### src/nrmc_pkg.sv
// Shared types, character codes and arithmetic helpers for the RMC position parser.
// No dependencies.
`timescale 1ns / 1ps

package nrmc_pkg;

    localparam int CHAR_W  = 8;
    localparam int POS_W   = 30;
    localparam int HIST_W  = 20;
    localparam int FRAC_W  = 14;
    localparam int CNT_W   = 3;
    localparam int DIGIT_W = 4;

    localparam logic [CHAR_W-1:0] CH_DOLLAR = 8'h24;
    localparam logic [CHAR_W-1:0] CH_G      = 8'h47;
    localparam logic [CHAR_W-1:0] CH_P      = 8'h50;
    localparam logic [CHAR_W-1:0] CH_R      = 8'h52;
    localparam logic [CHAR_W-1:0] CH_M      = 8'h4D;
    localparam logic [CHAR_W-1:0] CH_C      = 8'h43;
    localparam logic [CHAR_W-1:0] CH_DOT    = 8'h2E;
    localparam logic [CHAR_W-1:0] CH_COMMA  = 8'h2C;
    localparam logic [CHAR_W-1:0] CH_ZERO   = 8'h30;
    localparam logic [CHAR_W-1:0] CH_NINE   = 8'h39;
    localparam logic [CHAR_W-1:0] CH_N      = 8'h4E;
    localparam logic [CHAR_W-1:0] CH_S      = 8'h53;
    localparam logic [CHAR_W-1:0] CH_E      = 8'h45;
    localparam logic [CHAR_W-1:0] CH_W      = 8'h57;

    // Field numbers (commas seen after the header)
    localparam logic [CNT_W-1:0] FLD_LAT     = 3'd3;
    localparam logic [CNT_W-1:0] FLD_LAT_DIR = 3'd4;
    localparam logic [CNT_W-1:0] FLD_LON     = 3'd5;
    localparam logic [CNT_W-1:0] FLD_LON_DIR = 3'd6;
    localparam logic [CNT_W-1:0] CNT_MAX     = 3'd7;
    localparam logic [CNT_W-1:0] FRAC_DONE   = 3'd5;  // dot plus four digits
    localparam logic [CNT_W-1:0] WIDE_DEG    = 3'd5;  // integer chars for 3 degree digits

    localparam logic [POS_W-1:0] UNITS_DEG = 30'd600000;
    localparam logic [POS_W-1:0] UNITS_MIN = 30'd10000;

    typedef enum logic [2:0] {
        HDR_IDLE,
        HDR_G,
        HDR_P,
        HDR_R,
        HDR_M,
        HDR_C,
        HDR_BODY
    } t_hdr;

    function automatic logic [DIGIT_W-1:0] digit_of(input logic [CHAR_W-1:0] c);
        logic [CHAR_W-1:0] d;
        begin
            d = c - CH_ZERO;
            digit_of = (c >= CH_ZERO && c <= CH_NINE) ? d[DIGIT_W-1:0] : '0;
        end
    endfunction

    function automatic logic is_hemi(input logic [CHAR_W-1:0] c);
        is_hemi = (c == CH_N) || (c == CH_S) || (c == CH_E) || (c == CH_W);
    endfunction

    // Walk one step through the G P R M C header, back to idle on a mismatch.
    function automatic t_hdr hdr_advance(input t_hdr s, input logic [CHAR_W-1:0] c);
        t_hdr nxt;
        begin
            nxt = HDR_IDLE;
            unique case (s)
                HDR_G:   if (c == CH_G) nxt = HDR_P;
                HDR_P:   if (c == CH_P) nxt = HDR_R;
                HDR_R:   if (c == CH_R) nxt = HDR_M;
                HDR_M:   if (c == CH_M) nxt = HDR_C;
                HDR_C:   if (c == CH_C) nxt = HDR_BODY;
                default: nxt = s;
            endcase
            hdr_advance = nxt;
        end
    endfunction

    // degrees*600000 + minutes*10000 + fractional minutes (scaled to 4 digits)
    function automatic logic [POS_W-1:0] field_position(
        input logic [HIST_W-1:0] hist,
        input logic [CNT_W-1:0]  int_cnt,
        input logic [CNT_W-1:0]  frac_cnt,
        input logic [FRAC_W-1:0] frac
    );
        logic [9:0]       deg;
        logic [6:0]       mins;
        logic [POS_W-1:0] frac_sc;
        begin
            deg = 10'(hist[15:12]) * 10'd10 + 10'(hist[11:8]);
            if (int_cnt >= WIDE_DEG) deg = deg + 10'(hist[19:16]) * 10'd100;
            mins = 7'(hist[7:4]) * 7'd10 + 7'(hist[3:0]);
            unique case (frac_cnt)
                3'd1:    frac_sc = POS_W'(frac) * 30'd10000;
                3'd2:    frac_sc = POS_W'(frac) * 30'd1000;
                3'd3:    frac_sc = POS_W'(frac) * 30'd100;
                3'd4:    frac_sc = POS_W'(frac) * 30'd10;
                default: frac_sc = POS_W'(frac);
            endcase
            field_position = POS_W'(deg) * UNITS_DEG + POS_W'(mins) * UNITS_MIN + frac_sc;
        end
    endfunction

endpackage

### src/nmea_rmc_position_parser.sv
// NMEA RMC position parser top level: input register, single-pass character
// decode and a result register. Depends on nrmc_pkg.
`timescale 1ns / 1ps

// Channel   Direction  Handshake           Beat carries
// input     in         i_valid / o_ready   i_char_in: one received character
// result    out        o_valid / i_ready   o_latitude, o_longitude,
//                                          o_lat_hemisphere, o_lon_hemisphere
//
// One character per cycle is taken while the result side is not stalled.
// A character is decoded against the parser state while it sits in the
// input register, and a position result is loaded into the output register
// when the character that closed it is decoded.
// A stalled result blocks decoding, and the input register then holds its beat
// while o_ready drops; the input side keeps moving while the result is taken.
// Reset (i_rst_n low at a clock edge) clears all parser state and both valid flags.

module nmea_rmc_position_parser
    import nrmc_pkg::*;
(
    input  logic              i_clk,
    input  logic              i_rst_n,
    input  logic              i_valid,
    output logic              o_ready,
    input  logic [CHAR_W-1:0] i_char_in,
    output logic              o_valid,
    input  logic              i_ready,
    output logic [POS_W-1:0]  o_latitude,
    output logic [POS_W-1:0]  o_longitude,
    output logic [CHAR_W-1:0] o_lat_hemisphere,
    output logic [CHAR_W-1:0] o_lon_hemisphere
);

    // input stage
    logic              r_in_vld;
    logic [CHAR_W-1:0] r_char;

    // parser state
    t_hdr              r_hdr,  n_hdr;
    logic [CNT_W-1:0]  r_fld,  n_fld;
    logic [HIST_W-1:0] r_hist, n_hist;
    logic [CNT_W-1:0]  r_icnt, n_icnt;
    logic [CNT_W-1:0]  r_fcnt, n_fcnt;
    logic [FRAC_W-1:0] r_frac, n_frac;
    logic [POS_W-1:0]  r_lat,  n_lat;
    logic [POS_W-1:0]  r_lon,  n_lon;
    logic [CHAR_W-1:0] r_latd, n_latd;
    logic [CHAR_W-1:0] r_lond, n_lond;

    // result stage
    logic              r_out_vld;
    logic [POS_W-1:0]  r_o_lat, r_o_lon;
    logic [CHAR_W-1:0] r_o_latd, r_o_lond;

    logic              step;   // decode the held character this cycle
    logic              emit;   // decoded character closes a sentence
    logic [POS_W-1:0]  pos;

    // Decode only when the result register can take whatever comes out.
    assign step    = r_in_vld && (!r_out_vld || i_ready);
    assign o_ready = !r_in_vld || step;

    assign pos = field_position(r_hist, r_icnt, r_fcnt, r_frac);

    // Input register: load a new beat whenever it is empty or the held one moves on.
    always_ff @(posedge i_clk) begin
        if (!i_rst_n) begin
            r_in_vld <= 1'b0;
        end else if (o_ready) begin
            r_in_vld <= i_valid;
        end
        if (o_ready && i_valid) begin
            r_char <= i_char_in;
        end
    end

    // Header state register
    always_ff @(posedge i_clk) begin
        if (!i_rst_n) begin
            r_hdr <= HDR_IDLE;
        end else begin
            r_hdr <= n_hdr;
        end
    end

    // Next state for header, field counters, number accumulators and captures.
    always_comb begin
        n_hdr  = r_hdr;
        n_fld  = r_fld;
        n_hist = r_hist;
        n_icnt = r_icnt;
        n_fcnt = r_fcnt;
        n_frac = r_frac;
        n_lat  = r_lat;
        n_lon  = r_lon;
        n_latd = r_latd;
        n_lond = r_lond;
        emit   = 1'b0;
        if (step) begin
            priority if (r_char == CH_DOLLAR) begin
                // restart: drop everything from the previous sentence
                n_hdr  = HDR_G;
                n_fld  = '0;
                n_hist = '0;
                n_icnt = '0;
                n_fcnt = '0;
                n_frac = '0;
                n_lat  = '0;
                n_lon  = '0;
                n_latd = '0;
                n_lond = '0;
            end else if (r_hdr == HDR_IDLE) begin
                n_hdr = HDR_IDLE;
            end else if (r_hdr != HDR_BODY) begin
                n_hdr = hdr_advance(r_hdr, r_char);
            end else if (r_char == CH_COMMA) begin
                // commit a position only if its field had a decimal point
                if (r_fcnt != '0) begin
                    if (r_fld == FLD_LAT) n_lat = pos;
                    if (r_fld == FLD_LON) n_lon = pos;
                end
                n_hist = '0;
                n_icnt = '0;
                n_fcnt = '0;
                n_frac = '0;
                if (r_fld != CNT_MAX) n_fld = r_fld + 1'b1;
            end else if (r_fld == FLD_LAT || r_fld == FLD_LON) begin
                if (r_fcnt == '0) begin
                    if (r_char == CH_DOT) begin
                        n_fcnt = 3'd1;
                    end else begin
                        n_hist = {r_hist[HIST_W-DIGIT_W-1:0], digit_of(r_char)};
                        if (r_icnt != CNT_MAX) n_icnt = r_icnt + 1'b1;
                    end
                end else if (r_char != CH_DOT && r_fcnt < FRAC_DONE) begin
                    n_frac = FRAC_W'(r_frac * 4'd10) + FRAC_W'(digit_of(r_char));
                    n_fcnt = r_fcnt + 1'b1;
                end
            end else if (r_fld == FLD_LAT_DIR) begin
                if (is_hemi(r_char)) n_latd = r_char;
            end else if (r_fld == FLD_LON_DIR) begin
                if (is_hemi(r_char)) begin
                    n_lond = r_char;
                    emit   = 1'b1;
                    n_hdr  = HDR_IDLE;
                end
            end
        end
    end

    // Parser registers
    always_ff @(posedge i_clk) begin
        if (!i_rst_n) begin
            r_fld  <= '0;
            r_hist <= '0;
            r_icnt <= '0;
            r_fcnt <= '0;
            r_frac <= '0;
            r_lat  <= '0;
            r_lon  <= '0;
            r_latd <= '0;
            r_lond <= '0;
        end else begin
            r_fld  <= n_fld;
            r_hist <= n_hist;
            r_icnt <= n_icnt;
            r_fcnt <= n_fcnt;
            r_frac <= n_frac;
            r_lat  <= n_lat;
            r_lon  <= n_lon;
            r_latd <= n_latd;
            r_lond <= n_lond;
        end
    end

    // Result register: hold until taken, reload on a new sentence end.
    always_ff @(posedge i_clk) begin
        if (!i_rst_n) begin
            r_out_vld <= 1'b0;
        end else if (step) begin
            r_out_vld <= emit;
        end else if (i_ready) begin
            r_out_vld <= 1'b0;
        end
        if (emit) begin
            r_o_lat  <= r_lat;
            r_o_lon  <= r_lon;
            r_o_latd <= r_latd;
            r_o_lond <= r_char;
        end
    end

    assign o_valid          = r_out_vld;
    assign o_latitude       = r_o_lat;
    assign o_longitude      = r_o_lon;
    assign o_lat_hemisphere = r_o_latd;
    assign o_lon_hemisphere = r_o_lond;

    // A sentence end always sends the header back to waiting for a dollar.
    a_emit_idle: assert property (@(posedge i_clk) disable iff (!i_rst_n)
        emit |=> (r_hdr == HDR_IDLE))
        else $error("header not idle after sentence end");

    // A new result only appears right after a decode step.
    a_out_from_step: assert property (@(posedge i_clk) disable iff (!i_rst_n)
        $rose(o_valid) |-> $past(step))
        else $error("result appeared without a decode step");

    // Fraction count never passes the dot plus four digits.
    a_frac_range: assert property (@(posedge i_clk) disable iff (!i_rst_n)
        r_fcnt <= FRAC_DONE)
        else $error("fraction digit count out of range");

    // Input side only stalls when a character is held.
    a_ready_hold: assert property (@(posedge i_clk) disable iff (!i_rst_n)
        !o_ready |-> r_in_vld)
        else $error("input stalled with empty input register");

endmodule

### config.mk
export PLATFORM = sky130hd
export DESIGN_NAME = nmea_rmc_position_parser
export DESIGN_NICKNAME = d
export VERILOG_FILES = /design/src/nrmc_pkg.sv /design/src/nmea_rmc_position_parser.sv
export SDC_FILE = /design/constraint.sdc
export NUM_CORES = 1
export LEC_CHECK = 0
export BUFFER_PORTS_ARGS = -buffer_cell sky130_fd_sc_hd__buf_2
export CAP_MARGIN = 20
export CORE_ASPECT_RATIO = 1.4
export CORE_MARGIN = 2
export CORE_UTILIZATION = 64
export CTS_CLUSTER_SIZE = 14
export DETAILED_ROUTE_END_ITERATION = 16
export GPL_TIMING_DRIVEN = 1
export PLACE_DENSITY_LB_ADDON = 0.12
export SETUP_SLACK_MARGIN = 0.05
export SYNTH_ARGS = -nofsm -noshare
export SYNTH_HDL_FRONTEND = slang
export SYNTH_SLANG_ARGS = --single-unit
### constraint.sdc
create_clock -name i_clk -period 12.8 [get_ports i_clk]
set_input_delay 0 -clock i_clk [delete_from_list [all_inputs] [get_ports i_clk]]
set_output_delay 0 -clock i_clk [all_outputs]
set_load 0.005 [all_outputs]
==> results.md, run 1 <==
- Status: finished clean
- Clock skew: 0.01207 ns
- Slew Viols, Final: 0
- Post-Syn Area: 19880 um^2
- Post-synth EDFFs: 84
- Initial antenna violation count: 0
- I/O Buffers: 89
- R2R setup slack: 2.71 ns
- Vias: 15698
- Net Count, Synth: 2640
- Maximum VDD drop: 90.93 uV
- Total track usage: 31.46%
- Top post-synthesis cells by area: ha_1, fa_1, edfxtp_1, dfxtp_1, inv_1
- Antenna Violating Nets Remaining: 0
- CTS clock-pin slew for the worst setup and hold paths: 0.08 ns
- Total negative slack: 0 ns
- Drt pass-1 iters: 5
- Ports: 90
- CTS root buf: clkbuf_16
- RR Endpoint: r_lon[29]
- GRT overflow: 0
- Post-Synthesis Mean Instance Area: 9.288 um^2
- RSZ-0062 raised after global routing: no
- Min-Delay Path Class: in -> reg
- Worst Setup Path Type: reg -> reg
- Int Pwr: 948.1 uW
- LEAKAGE: 11.05 nW
- Post-Syn Instances: 2140
- Seq/Total Area, Yosys: 24.37%
- Sequential fraction of design power: 53.3%
- Critical path data required time: 13.12 ns
- Synth cell types: 77
- Routed wire length: 50430 um
- Clk network pwr share: 45.1%
- Slowest-stage cell, CP: fa_1
- Row cnt: 76
- Switch share: 24.24%
- Comb pwr share: 1.6%
- Post-CTS Setup Inserts: 0
- Ys flop type: dfxtp_1
- Total placed instance area: 20770 um^2
- Max-Cap Viols: 0
- Largest area contributor in the synthesized netlist: ha_1
- Critical Path Start Type: register
- Die area: 32500 um^2
- Slowest cell delay on critical path: 0.57 ns
- Relative slew slack: 30.15%
- WL/cell: 19.18 um
- Clock Sinks: 200
- Worst Setup EP: r_lon[29]
- Number of synthesized register bits: 200
- CP Launch Point: r_hist[15]
- Clk Latency, worst-skew pair: 0.46 ns
- Gpl congestion: 0.9521
- Net Sw Power: 303.4 uW
- FF-to-FF Start: r_hist[15]
- Pwr dens: 58.14 nW/um^2
- Clock Tree Buf Depth: 2
- Core ar.: 30710 um^2
- Area Overhead vs Synth: 8.303%
- Hold Startpoint: i_rst_n
- Fin. Hold Viols: 0
- Fmax: 99.10 MHz
- Most frequent cells after synthesis: ha_1, inv_1, nand2_1
- Critical-path maximum fanout: 5
- Die width: 152.9 um
- Worst Max-Slew Pin Slew: 1.045 ns
- Crit path capture type: register
- Hold slack: 0.1004 ns
- H-tree depth: 4
- CTS resizes: 0
- # DRC: 0
- Post-detail-place hpwl: 40740 um
- Reg2Reg Depth: 39
- CTS buffer count: 17
- Initial DRC count: 957
- Largest net degree at the start of global routing: 78
- Initial Utilization: 64.71%
- Layout cells sized above 1: 7.634%
- Worst Path Arrival: 10.41 ns
- Yosys warning count: 0
- Finished Cell Area: 21530 um^2
- DR vias/cell: 5.969
- Vias in the first global route: 15958
- Most common cell in the netlist: ha_1
- Top-area cell type share of the netlist area: 22.35%
- Setup violations, final: 0
- Die Y: 212.5 um
- CTS tree: done
- Fin crit share: 78.83%
- Ys async rst share: 0%
- First-pass GRT wire length: 80960 um
- Nets: 2727
- Period minus WS final: 10.09 ns
- Power after layout: 1.252 mW
- Antenna diodes: 0
[metrics by stage]
step                      setup slack (ns)  utilization [%]  instances
after CTS                            2.788            70.06       2629
final                                2.709            70.09       2630
after global placement               3.133            67.63       2586
after detailed placement             2.806            67.63       2586
after floorplan                      3.595                -       2140
after global routing                 2.152            70.09       2630
[worst min-delay path by stage]
stage | endpoint | slack [ns] | cells past startpoint
global placement | r_char[7] | 0.18 | 1
detailed placement | r_char[6] | 0.18 | 1
global route | r_fcnt[2] | 0.1 | 2
CTS | r_fcnt[2] | 0.07 | 2
floorplan | r_char[0] | 0.1 | 0
finish | r_fcnt[2] | 0.10 | 2
[layout make-up]
| type | instances | area (um^2) |
|---|---|---|
| multi-input cells | 1597 | 13730 |
| flip-flops and latches | 200 | 4845 |
| inverters | 284 | 1066 |
| well taps | 390 | 488.0 |
| clock inverters | 14 | 185.2 |
| repair buffers | 127 | 758.2 |
| fillers | 2381 | 9188 |
| clock buffers | 18 | 450.4 |
[cell usage in the layout (no fill, tap or decap), types with 26 or more instances in the layout]
master,instances
dfxtp_1,116
buf_2,89
ha_1,355
nand3_1,62
nor3_1,35
xnor2_1,74
buf_4,27
fa_1,133
a21o_1,41
edfxtp_1,84
inv_1,283
nor2_1,123
o21ai_0,66
nand2_1,173
nor2b_1,26
a21oi_1,155
xor2_1,39
[flip-flops by register name, indices dropped and copies added (netlist names), 8 cells and up]
signal / count
o_latitude: 30
r_lon: 30
o_lon_hemisphere: 8
r_lat: 30
o_lat_hemisphere: 8
o_longitude: 30
r_char: 8
r_latd: 8
r_frac: 14
r_hist: 20
[power groups by stage]
stage          registers [mW]  logic (mW)  clock network [mW]
6_report                0.668      0.0202               0.564
5_1_grt                 0.668      0.0218               0.592
4_1_cts                 0.667      0.0195               0.568
3_5_place_dp            0.682      0.0170                   0
3_3_place_gp            0.682      0.0166                   0
2_1_floorplan           0.679      0.0139                   0
[repair_timing]
action | in CTS | in global routing
hold buffers | 11 | 0
endpoints found under the hold margin | 10 | 0
setup endpoints to repair | 0 | 0
[worst max-delay path, delay by kind of cell, from the launching register on]
family	cells	cell delay, ns
buffers and inverters	2	0.14
adder cells (fa/ha/maj)	12	4.66
AO/OA/AOI/OAI	12	2.70
AND/OR/NAND/NOR	8	0.98
flip-flops	1	0.43
XOR/XNOR	5	1.02
[cell families (layout without fill, tap and decap cells)]
kind of cell             after synthesis  in the layout  share of synthesized area (%)
XOR/XNOR                             114            114                          5.093
adder cells (fa/ha/maj)              488            488                          35.74
AO/OA/AOI/OAI                        449            449                          14.67
multiplexers                          15             15                         0.7617
flip-flops                           200            200                          24.37
AND/OR/NAND/NOR                      531            531                          12.76
buffers and inverters                343            443                          6.597
[metal layers]
layer  GRT usage [%]  routed length [um]
met1           35.00               19370
met5               0                   0
met3           4.097                2296
met2           58.54               26270
met4           16.38                2501
Power figures use the tool's default switching activity.
==> run 2: changes to the inputs <==
clock period = 9.6 ns   (was 12.8 ns; I/O delays follow)
==> results.md, run 2 (synthesis results as in run 1) <==
- Initial antenna violation count: 0 (unchanged)
- Finished Cell Area: 21840 um^2 (was 21530 um^2)
- Worst Max-Slew Pin Slew: 1.026 ns (was 1.045 ns)
- Ports: 90 (unchanged)
- Status: finished clean (unchanged)
- Die area: 32500 um^2 (unchanged)
- Min-Delay Path Class: in -> reg (unchanged)
- Vias: 15875 (was 15698)
- H-tree depth: 4 (unchanged)
- Clock Sinks: 200 (unchanged)
- CP Launch Point: r_hist[13] (was r_hist[15])
- Setup violations, final: 0 (unchanged)
- Gpl congestion: 0.9742 (was 0.9521)
- Antenna Violating Nets Remaining: 0 (unchanged)
- # DRC: 0 (unchanged)
- Total track usage: 32.23% (was 31.46%)
- R2R setup slack: 0.39 ns (was 2.71 ns)
- First-pass GRT wire length: 83090 um (was 80960 um)
- Most used cell, CP: fa_1
- Area Overhead vs Synth: 9.902% (was 8.303%)
- CP top delay family: adder cells (unchanged)
- CTS buffer count: 17 (unchanged)
- Initial Utilization: 64.71% (unchanged)
- Slew Viols, Final: 0 (unchanged)
- Hold slack: 0.1176 ns (was 0.1004 ns)
- Clock Tree Buf Depth: 2 (unchanged)
- Post-layout util: 71.12% (was 70.09%)
- Slowest-stage cell, CP: fa_1 (unchanged)
- Vias in the first global route: 16061 (was 15958)
- Layout cells sized above 1: 9.712% (was 7.634%)
- Max-Cap Viols: 0 (unchanged)
- Crit path capture type: register (unchanged)
- Maximum VDD drop: 106.8 uV (was 90.93 uV)
- Fmax: 108.6 MHz (was 99.10 MHz)
- I/O Buffers: 89 (unchanged)
- Antenna diodes: 0 (unchanged)
- Pwr dens: 77.99 nW/um^2 (was 58.14 nW/um^2)
- LEAKAGE: 11.18 nW (was 11.05 nW)
- Critical path data required time: 9.98 ns (was 13.12 ns)
- Critical-path maximum fanout: 4 (was 5)
- Routed wire length: 51460 um (was 50430 um)
- CTS root buf: clkbuf_16 (unchanged)
- Most frequent cells in the layout: ha_1, inv_1, nand2_1 (unchanged)
- FF-to-FF Start: r_hist[13] (was r_hist[15])
- Worst Setup Path Type: reg -> reg (unchanged)
- Levels on crit path: 38 (was 39)
- WL/cell: 19.46 um (was 19.18 um)
- Largest net degree at the start of global routing: 78 (unchanged)
- GRT overflow: 0 (unchanged)
- Nets: 2742 (was 2727)
- Total placed instance area: 20850 um^2 (was 20770 um^2)
- Die Y: 212.5 um (unchanged)
- Die width: 152.9 um (unchanged)
- Initial DRC count: 893 (was 957)
- Worst Setup EP: r_lat[26] (was r_lon[29])
- CTS tree: done (unchanged)
- Core ar.: 30710 um^2 (unchanged)
- DR vias/cell: 6.002 (was 5.969)
- Row cnt: 76 (unchanged)
- Clock skew: 0.01199 ns (was 0.01207 ns)
- Fin. Hold Viols: 0 (unchanged)
- CTS clock-pin slew for the worst setup and hold paths: 0.09 ns (was 0.08 ns)
- Worst Path Arrival: 9.59 ns (was 10.41 ns)
- Setup ws final: 0.3896 ns (was 2.709 ns)
- Period minus WS final: 9.210 ns (was 10.09 ns)
- Slowest cell delay on critical path: 0.56 ns (was 0.57 ns)
- Critical Path Start Type: register (unchanged)
- WP buf/inv: 6 (was 2)
- RR Endpoint: r_lat[26] (was r_lon[29])
- Clk Latency, worst-skew pair: 0.46 ns (about the same)
- Drt pass-1 iters: 5 (unchanged)
- Reg2Reg Depth: 38 (was 39)
- Fin crit share: 95.94% (was 78.83%)
- Pre-CTS setup slack: -0.008062 ns (was 2.806 ns)
- Relative slew slack: 31.45% (was 30.15%)
- Commonest non-fill, non-tap cell in the layout: ha_1 (unchanged)
- Post-detail-place hpwl: 41360 um (was 40740 um)
==> run 2: worst reg2reg max path: cells and delay by family, from the launching register on <==
| kind | cells | cell delay [ns] |
|---|---|---|
| adder cells (fa/ha/maj) | 10 | 4.21 |
| AND/OR/NAND/NOR | 7 | 0.76 |
| flip-flops | 1 | 0.38 |
| XOR/XNOR | 5 | 1.08 |
| AO/OA/AOI/OAI | 10 | 2.19 |
| buffers and inverters | 6 | 0.52 |
==> run 2: where the power goes <==
group / total, mW / internal, mW / switching (mW)
combinational: 0.0278 / 0.00995 / 0.0179
clock: 0.786 / 0.375 / 0.411
sequential: 0.890 / 0.882 / 0.00782
total: 1.70 / 1.27 / 0.437
==> run 2: stage by stage <==
step	power (mW)	setup TNS, ns	instances
after floorplan	0.9234	0	2140
after global placement	0.9328	0	2595
after detailed placement	0.9333	-0.01295	2596
after CTS	1.714	0	2639
after global routing	1.752	-0.01023	2645
final	1.704	0	2645
==> run 2: repair_timing <==
| action | 4_1_cts | 5_1_grt |
|---|---|---|
| pin swaps | 0 | 22 |
| setup buffers | 0 | 6 |
| endpoints found under the hold margin | 10 | 0 |
| hold buffers | 11 | 0 |
| setup endpoints to repair | 7 | 22 |
| gates resized for setup | 2 | 40 |
==> run 2: worst min-delay path by stage <==
| stage | start | to | slack, ns | cells past startpoint |
|---|---|---|---|---|
| 2_1_floorplan | i_char_in[0] | r_char[0] | 0.1 | 0 |
| 6_report | i_rst_n | r_fcnt[2] | 0.12 | 2 |
| 3_5_place_dp | i_char_in[7] | r_char[7] | 0.18 | 1 |
| 5_1_grt | i_rst_n | r_fcnt[2] | 0.13 | 2 |
| 4_1_cts | i_rst_n | r_fcnt[2] | 0.08 | 2 |
| 3_3_place_gp | i_char_in[3] | r_char[3] | 0.18 | 1 |
==> run 2: area by class of cell <==
class / instances / area [um^2]
multi-input cells: 1597 / 13910
fillers: 2394 / 8870
flip-flops and latches: 200 / 4848
inverters: 284 / 1066
repair buffers: 142 / 874.6
well taps: 390 / 488.0
clock buffers: 17 / 425.4
clock inverters: 15 / 230.2
==> run 2: per-layer routing <==
metal	GRT usage (%)	up-vias	part of all wire, %
li1	-	7639	-
met1	37.99	7661	40
met2	59.29	455	52
met3	3.159	120	4.1
met4	14.69	0	4.4
met5	0	-	0
